**config.mk**
```make
export PLATFORM = sky130hd
export DESIGN_NAME = sorted_priority_queue_core
export DESIGN_NICKNAME = d
export VERILOG_FILES = /design/src/rtl/spq_pkg.sv /design/src/rtl/spq_cell.sv /design/src/rtl/sorted_priority_queue_core.sv
export VERILOG_INCLUDE_DIRS = /design/src /design/src/rtl
export SDC_FILE = /design/constraint.sdc
export NUM_CORES = 2
export LEC_CHECK = 0
export ABC_AREA = 1
export BUFFER_PORTS_ARGS = -buffer_cell sky130_fd_sc_hd__buf_4
export CAP_MARGIN = 15
export CORE_MARGIN = 2
export CORE_UTILIZATION = 55
export DETAILED_ROUTE_END_ITERATION = 10
export GPL_TIMING_DRIVEN = 1
export MAX_ROUTING_LAYER = met4
export PLACE_DENSITY = 0.81
export REMOVE_ABC_BUFFERS = 1
export SYNTH_ARGS = -nofsm -noshare
export SYNTH_HDL_FRONTEND = slang
export SYNTH_SLANG_ARGS = --single-unit
```
**constraint.sdc**
```tcl
create_clock -name clk -period 14.3 [get_ports clk]
set_clock_uncertainty 0.1 [all_clocks]
set_input_delay 1.43 -clock clk [delete_from_list [all_inputs] [get_ports clk]]
set_output_delay 1.43 -clock clk [all_outputs]
set_load 0.01 [all_outputs]
```
**src/rtl/sorted_priority_queue_core_defines.svh**
```systemverilog
// Assertion macros for the sorted priority queue core.
`ifndef SORTED_PRIORITY_QUEUE_CORE_DEFINES_SVH
`define SORTED_PRIORITY_QUEUE_CORE_DEFINES_SVH

`ifndef SYNTHESIS

`define SPQ_ASSERT(label, expr) \
  label: assert property (@(posedge clk) disable iff (rst) (expr)) \
    else $error("spq assertion failed");

`define SPQ_ASSERT_RST(label, expr) \
  label: assert property (@(posedge clk) (expr)) \
    else $error("spq reset assertion failed");

`else

`define SPQ_ASSERT(label, expr)

`define SPQ_ASSERT_RST(label, expr)

`endif

`endif

```
**src/rtl/spq_pkg.sv**
```systemverilog
package spq_pkg;

  localparam int DATA_W = 32;
  localparam int PRIO_W = 16;
  localparam int FILL_W = 5;

  localparam logic [1:0] REQ_ENQ  = 2'd0;
  localparam logic [1:0] REQ_DEQ  = 2'd1;
  localparam logic [1:0] REQ_PEEK = 2'd2;

  localparam logic [1:0] ST_OK    = 2'd0;
  localparam logic [1:0] ST_EMPTY = 2'd1;
  localparam logic [1:0] ST_FULL  = 2'd2;

  typedef struct packed {
    logic signed [DATA_W-1:0] data;
    logic [PRIO_W-1:0]        prio;
  } entry_t;

  typedef struct packed {
    logic   enq;
    logic   deq;
    entry_t item;
  } cell_ctrl_t;

endpackage

```
**src/rtl/spq_cell.sv**
```systemverilog
module spq_cell import spq_pkg::*; (
  input  logic       clk,
  input  cell_ctrl_t ctrl,
  input  logic       valid,
  input  logic       left_keep,
  input  entry_t     left_entry,
  input  entry_t     right_entry,
  output entry_t     entry,
  output logic       keep
);

  // stay in place when this entry sorts at or before the new one
  assign keep = valid && (entry.prio <= ctrl.item.prio);

  always_ff @(posedge clk) begin
    if (ctrl.enq) begin
      if (!keep) begin
        entry <= left_keep ? ctrl.item : left_entry;
      end
    end else if (ctrl.deq) begin
      entry <= right_entry;
    end
  end

endmodule

```
**src/rtl/sorted_priority_queue_core.sv**
```systemverilog
// Channel | Dir | tdata (low bit up)                         | tuser
// s_*     | in  | item_data[31:0] item_priority[47:32]        | req_type[1:0]
// m_*     | out | head_data[31:0] fill_count[36:32]           | status[1:0]
//         |     | is_empty[37], zero fill to bit 39            |
// One request per cycle: the cell row compares every slot against the new
// priority and shifts in the same edge, the result lands in the output register.
// The next request is taken while the output register is empty or drained.
// A stalled m_tready holds the result and stops intake; no other stalls.
// Synchronous reset empties the queue; slot contents are kept.
`include "sorted_priority_queue_core_defines.svh"

module sorted_priority_queue_core import spq_pkg::*; #(
  parameter int DEPTH = 16
) (
  input  logic        clk,
  input  logic        rst,
  input  logic        s_tvalid,
  output logic        s_tready,
  input  logic [47:0] s_tdata,   // item_data, item_priority
  input  logic [1:0]  s_tuser,   // req_type
  output logic        m_tvalid,
  input  logic        m_tready,
  output logic [39:0] m_tdata,   // head_data, fill_count, is_empty
  output logic [1:0]  m_tuser    // status
);

  localparam int CW = $clog2(DEPTH + 1);

  logic [CW-1:0] count, count_next;
  logic          s_accept;
  cell_ctrl_t    ctrl;
  entry_t        cell_q [DEPTH];
  logic          keep [DEPTH];

  logic                     out_valid;
  logic signed [DATA_W-1:0] out_head, res_head;
  logic [1:0]               out_status, res_status;
  logic [FILL_W-1:0]        out_fill;
  logic                     out_empty;
  logic [CW+FILL_W-1:0]     fill_ext;

  assign s_tready = !out_valid || m_tready;
  assign s_accept = s_tvalid && s_tready;

  always_comb begin
    ctrl.enq       = 1'b0;
    ctrl.deq       = 1'b0;
    ctrl.item.data = s_tdata[DATA_W-1:0];
    ctrl.item.prio = s_tdata[DATA_W+PRIO_W-1:DATA_W];
    res_head       = '0;
    res_status     = ST_OK;
    count_next     = count;
    unique case (s_tuser)
      REQ_ENQ: begin
        if (count == CW'(DEPTH)) begin
          res_status = ST_FULL;
        end else begin
          ctrl.enq   = s_accept;
          count_next = count + 1'b1;
        end
      end
      REQ_DEQ: begin
        if (count == '0) begin
          res_status = ST_EMPTY;
        end else begin
          ctrl.deq   = s_accept;
          res_head   = cell_q[0].data;
          count_next = count - 1'b1;
        end
      end
      REQ_PEEK: begin
        if (count == '0) begin
          res_status = ST_EMPTY;
        end else begin
          res_head = cell_q[0].data;
        end
      end
      default: begin
      end
    endcase
  end

  assign fill_ext = {{FILL_W{1'b0}}, count_next};

  for (genvar i = 0; i < DEPTH; i++) begin : g_cell
    logic   valid, left_keep;
    entry_t left_entry, right_entry;

    assign valid = CW'(i) < count;
    if (i == 0) begin : g_head
      assign left_keep  = 1'b1;
      assign left_entry = ctrl.item;
    end else begin : g_body
      assign left_keep  = keep[i-1];
      assign left_entry = cell_q[i-1];
    end
    if (i == DEPTH - 1) begin : g_tail
      assign right_entry = cell_q[i];
    end else begin : g_inner
      assign right_entry = cell_q[i+1];
    end

    spq_cell u_cell (
      .clk        (clk),
      .ctrl       (ctrl),
      .valid      (valid),
      .left_keep  (left_keep),
      .left_entry (left_entry),
      .right_entry(right_entry),
      .entry      (cell_q[i]),
      .keep       (keep[i])
    );
  end

  always_ff @(posedge clk) begin
    if (rst) begin
      count     <= '0;
      out_valid <= 1'b0;
    end else begin
      if (s_accept) begin
        count     <= count_next;
        out_valid <= 1'b1;
      end else if (m_tready) begin
        out_valid <= 1'b0;
      end
    end
    if (s_accept) begin
      out_head   <= res_head;
      out_status <= res_status;
      out_fill   <= fill_ext[FILL_W-1:0];
      out_empty  <= (count_next == '0);
    end
  end

  assign m_tvalid = out_valid;
  assign m_tdata  = {2'b00, out_empty, out_fill, out_head};
  assign m_tuser  = out_status;

  `SPQ_ASSERT(a_count_bound, count <= CW'(DEPTH))
  `SPQ_ASSERT(a_full_drop, s_accept && s_tuser == REQ_ENQ && count == CW'(DEPTH) |=> m_tvalid && m_tuser == ST_FULL && count == $past(count))
  `SPQ_ASSERT(a_count_step, s_accept |=> count == $past(count) || count == $past(count) + 1'b1 || count + 1'b1 == $past(count))
  `SPQ_ASSERT(a_fail_zero, m_tvalid && m_tuser != ST_OK |-> m_tdata[DATA_W-1:0] == '0)
  `SPQ_ASSERT_RST(a_reset, rst |=> count == '0 && !m_tvalid)

endmodule
```
==> metrics.md <==
| Metric | Value |
|---|---|
| Fin crit share | 0.388 |
| CTS Hold Buffers Added | 0 |
| Area grow syn2layout | 8.52% |
| Top-area cell type share of the netlist area | 0.498 |
| Most instantiated library cell after synthesis | nand2_1 |
| Count of final max-slew check failures | 0 |
| DR pass1 iterations | 6 |
| Via Count | 41200 |
| Port Buf Inserts | 95 |
| Placer congestion estimate | 0.979 |
| First DRT Iteration DRCs | 5259 |
| Die height | 302 um |
| Int Pwr | 4.36 mW |
| Final setup fails | 0 |
| CP arrival | 5.74 ns |
| Post-route setup TNS | 0 ns |
| Post-synth top cells | 3782 x nand2_1, 808 x edfxtp_1, 776 x inv_1 |
| Async SR Flop Fraction | 0 |
| First-pass GRT wire length | 220000 um |
| FILL cells | 7738 |
| Clock slew at reported path FFs | 0.06 ns |
| Synth area leader | edfxtp_1 |
| Min-delay worst type | flip-flop to flip-flop |
| Pin count of the biggest net entering global routing | 176 |
| Post-Layout Cell Count | 7618 |
| Reg2reg start | count[0]$_SDFFE_PP0P_ |
| Overflow after GRT | 0 |
| Die area | 90900 um2 |
| Sw power | 1.77 mW |
| Die width | 302 um |
| Seq cells post-synth | 814 |
| Combinational power share | 0.158 |
| P_leak | 30.4 nW |
| Register area share after synthesis | 0.501 |
| Placed cell count | 7453 |
| Min-Delay Path Depth | 2 |
| Clock share of power | 0.364 |
| Worst Tran Pin Value | 1.14 ns |
| Min Tclk post-route | 5.54 ns |
| Power density cells | 116 nW/um2 |
| Avg WL per Cell | 18.7 um |
| Hold endpoint | g_cell[14].u_cell.entry[37]$_DFFE_PP_ |
| Post-CTS Setup Inserts | 0 |
| Final hold violations | 0 |
| Residual DRC count | 0 |
| Detail Route Antenna Nets | 0 |
| Core ar. | 88100 um2 |
| FMAX | 180 MHz |
| Post-Syn Instances | 6439 |
| YS warnings | 0 |
| Max Cap Viol | 0 |
| Longest Clk Path Bufs | 3 |
| CTS buffer count | 88 |
| Critical Path RT | 14.49 ns |
| Top post-synthesis cells by area | edfxtp_1 50%, nand2_1 29%, ha_1 6.8% |
| Unrepaired setup endpoints after global routing | false |
| Switching part of the total | 0.289 |
| Setup CP Type | input pin to flip-flop |
| Peak VDD IR | 0.0995 mV |
| Netlist cell types | 28 |
| Mapped cell area | 48700 um2 |
| Worst-Skew Late Latency | 0.66 ns |
| Post-synth EDFFs | 808 |
| Initial Utilization | 0.553 |
| Diode count | 0 |
| Rel. slew slack | 0.236 |
| Multi-input logic area | 20200 um2 |
| Final Net Count | 6698 |
| Reg2reg path depth | 11 |
| Status | complete, no violations |
| CTS tree | done |
| Crit end category | flip-flop |
| Sequential group share of total power | 0.478 |
| Reg area | 24400 um2 |
| Vias per inst | 5.41 |
| Type of origin of the critical path | input pin |
| CTS H-tree lvls | 3 |
| Hold path start | g_cell[15].u_cell.entry[37]$_DFFE_PP_ |
| Clock root cell | clkbuf_16 |
| Synth Flop Type | edfxtp_1 |
| R2R Setup Slk | 9.23 ns |
| Layout cells sized above 1 | 0.0564 |
| Avg Cell Area, Syn | 7.56 um2 |
| Gr usage total | 0.320 |
| Boundary pin count | 98 |
| Row Count | 109 |
| Hpwl dp | 94800 um |
| Final wirelength | 142000 um |
| Crit-path max FO | 49 |
| Vias in the first global route | 38600 |
| Initial antenna violation count | 0 |
| # resized after CTS | 0 |
| TritonCTS Sinks | 814 |
| R2r endpoint | g_cell[3].u_cell.entry[21]$_DFFE_PP_ |
## stage by stage
stage / cell area, um2 / hold slack [ns] / total power, mW / util / worst slack (ns)
3_3_place_gp: 50000 / 0.397 / 3.89 / 0.568 / 8.30
2_1_floorplan: 47300 / 0.394 / 3.60 / - / 1.83
3_5_place_dp: 50000 / 0.401 / 3.92 / 0.568 / 8.18
6_report: 52800 / 0.415 / 6.13 / 0.600 / 8.76
5_1_grt: 52800 / 0.425 / 6.37 / 0.600 / 8.51
4_1_cts: 52800 / 0.415 / 6.13 / 0.599 / 8.86
## worst max-delay path: stages
cell and delay [ns]:
buf_4 0.12, inv_1 0.82, ha_1 0.30, nand2_1 0.07, nor2_1 0.15, nand2_1 0.07, nand2_1 0.06, nand2_1 0.05
nand2_1 0.06, nand2_1 0.06, nand2_2 0.05, buf_4 0.45, nand2_2 0.75, nand2_2 0.71, buf_4 0.50
## power by group through the flow
stage                     clock network, mW  logic (mW)  registers [mW]
after floorplan                           0       0.662            2.94
after global routing                   2.34        1.10            2.94
after detailed placement                  0       0.947            2.98
final                                  2.23       0.972            2.93
after global placement                    0       0.915            2.97
after CTS                              2.24       0.955            2.93
## state kept, by name, indices dropped and copies added (netlist names)
name	count
g_cell.u_cell.entry	768
out_fill	5
out_empty	1
m_tvalid	1
out_head	32
m_tuser	2
count	5
## cells in the final DEF (no fill, tap or decap), types with 2 or more instances in the layout
cell        synthesis  routed
inv_6               0       2
nor2_2              2       2
conb_1              1       2
inv_1             776     775
o21bai_1            2       2
bufinv_16           0       4
edfxtp_1          808     808
clkinvlp_4          0       2
nand3_1            67      67
buf_12              0       4
nor2_1            117     117
buf_4               6     142
a21oi_1           111     110
nand2_1          3782    3738
ha_1              263     263
clkbuf_1          112      31
dfxtp_1             6       6
clkbuf_16           0      89
nor3_1             18      18
clkinv_1            0      13
o21ai_0            98      98
o211ai_1            3       3
nand2_2            48      92
nand4_1            20      20
clkinv_16           0       3
clkinv_2            0      16
a21o_1             15      15
## kinds of logic after synthesis
logic type,Yosys count,share of synthesized area
AOI/OAI and AO/OA,230,0.0247
DFF,814,0.501
adders and majority gates,263,0.0676
buffers and inverters,1073,0.0879
and+or+nand+nor,4056,0.319
other,1,0.0000770
xor gates and xnor gates,2,0.000360
## worst max path at each step
stage / startpoint / end / slack (ns)
2_1_floorplan: m_tready / g_cell[15].u_cell.entry[0]$_DFFE_PP_ / 1.83
3_3_place_gp: s_tdata[37] / g_cell[5].u_cell.entry[18]$_DFFE_PP_ / 8.30
3_5_place_dp: s_tdata[37] / g_cell[5].u_cell.entry[29]$_DFFE_PP_ / 8.18
4_1_cts: s_tdata[37] / g_cell[5].u_cell.entry[12]$_DFFE_PP_ / 8.86
5_1_grt: s_tdata[39] / g_cell[6].u_cell.entry[1]$_DFFE_PP_ / 8.51
6_report: s_tdata[39] / g_cell[3].u_cell.entry[41]$_DFFE_PP_ / 8.76
## area by class of cell
type                    count  area share
flip-flops and latches    814       0.461
inverters                 777      0.0553
repair buffers            147      0.0222
clock inverters            41     0.00741
multi-input cells        4553       0.381
clock buffers             121      0.0446
well taps                1165      0.0276
## per-layer routing
| metal | part of all wire | vias to the layer above | track usage |
|---|---|---|---|
| met4 | 0.031 | 0 | 0.100 |
| li1 | - | 19700 | - |
| met2 | 0.44 | 2381 | 0.478 |
| met5 | 0 | - | - |
| met1 | 0.42 | 18800 | 0.449 |
| met3 | 0.11 | 289 | 0.0502 |
No activity file was read; power rests on OpenSTA's default activity.
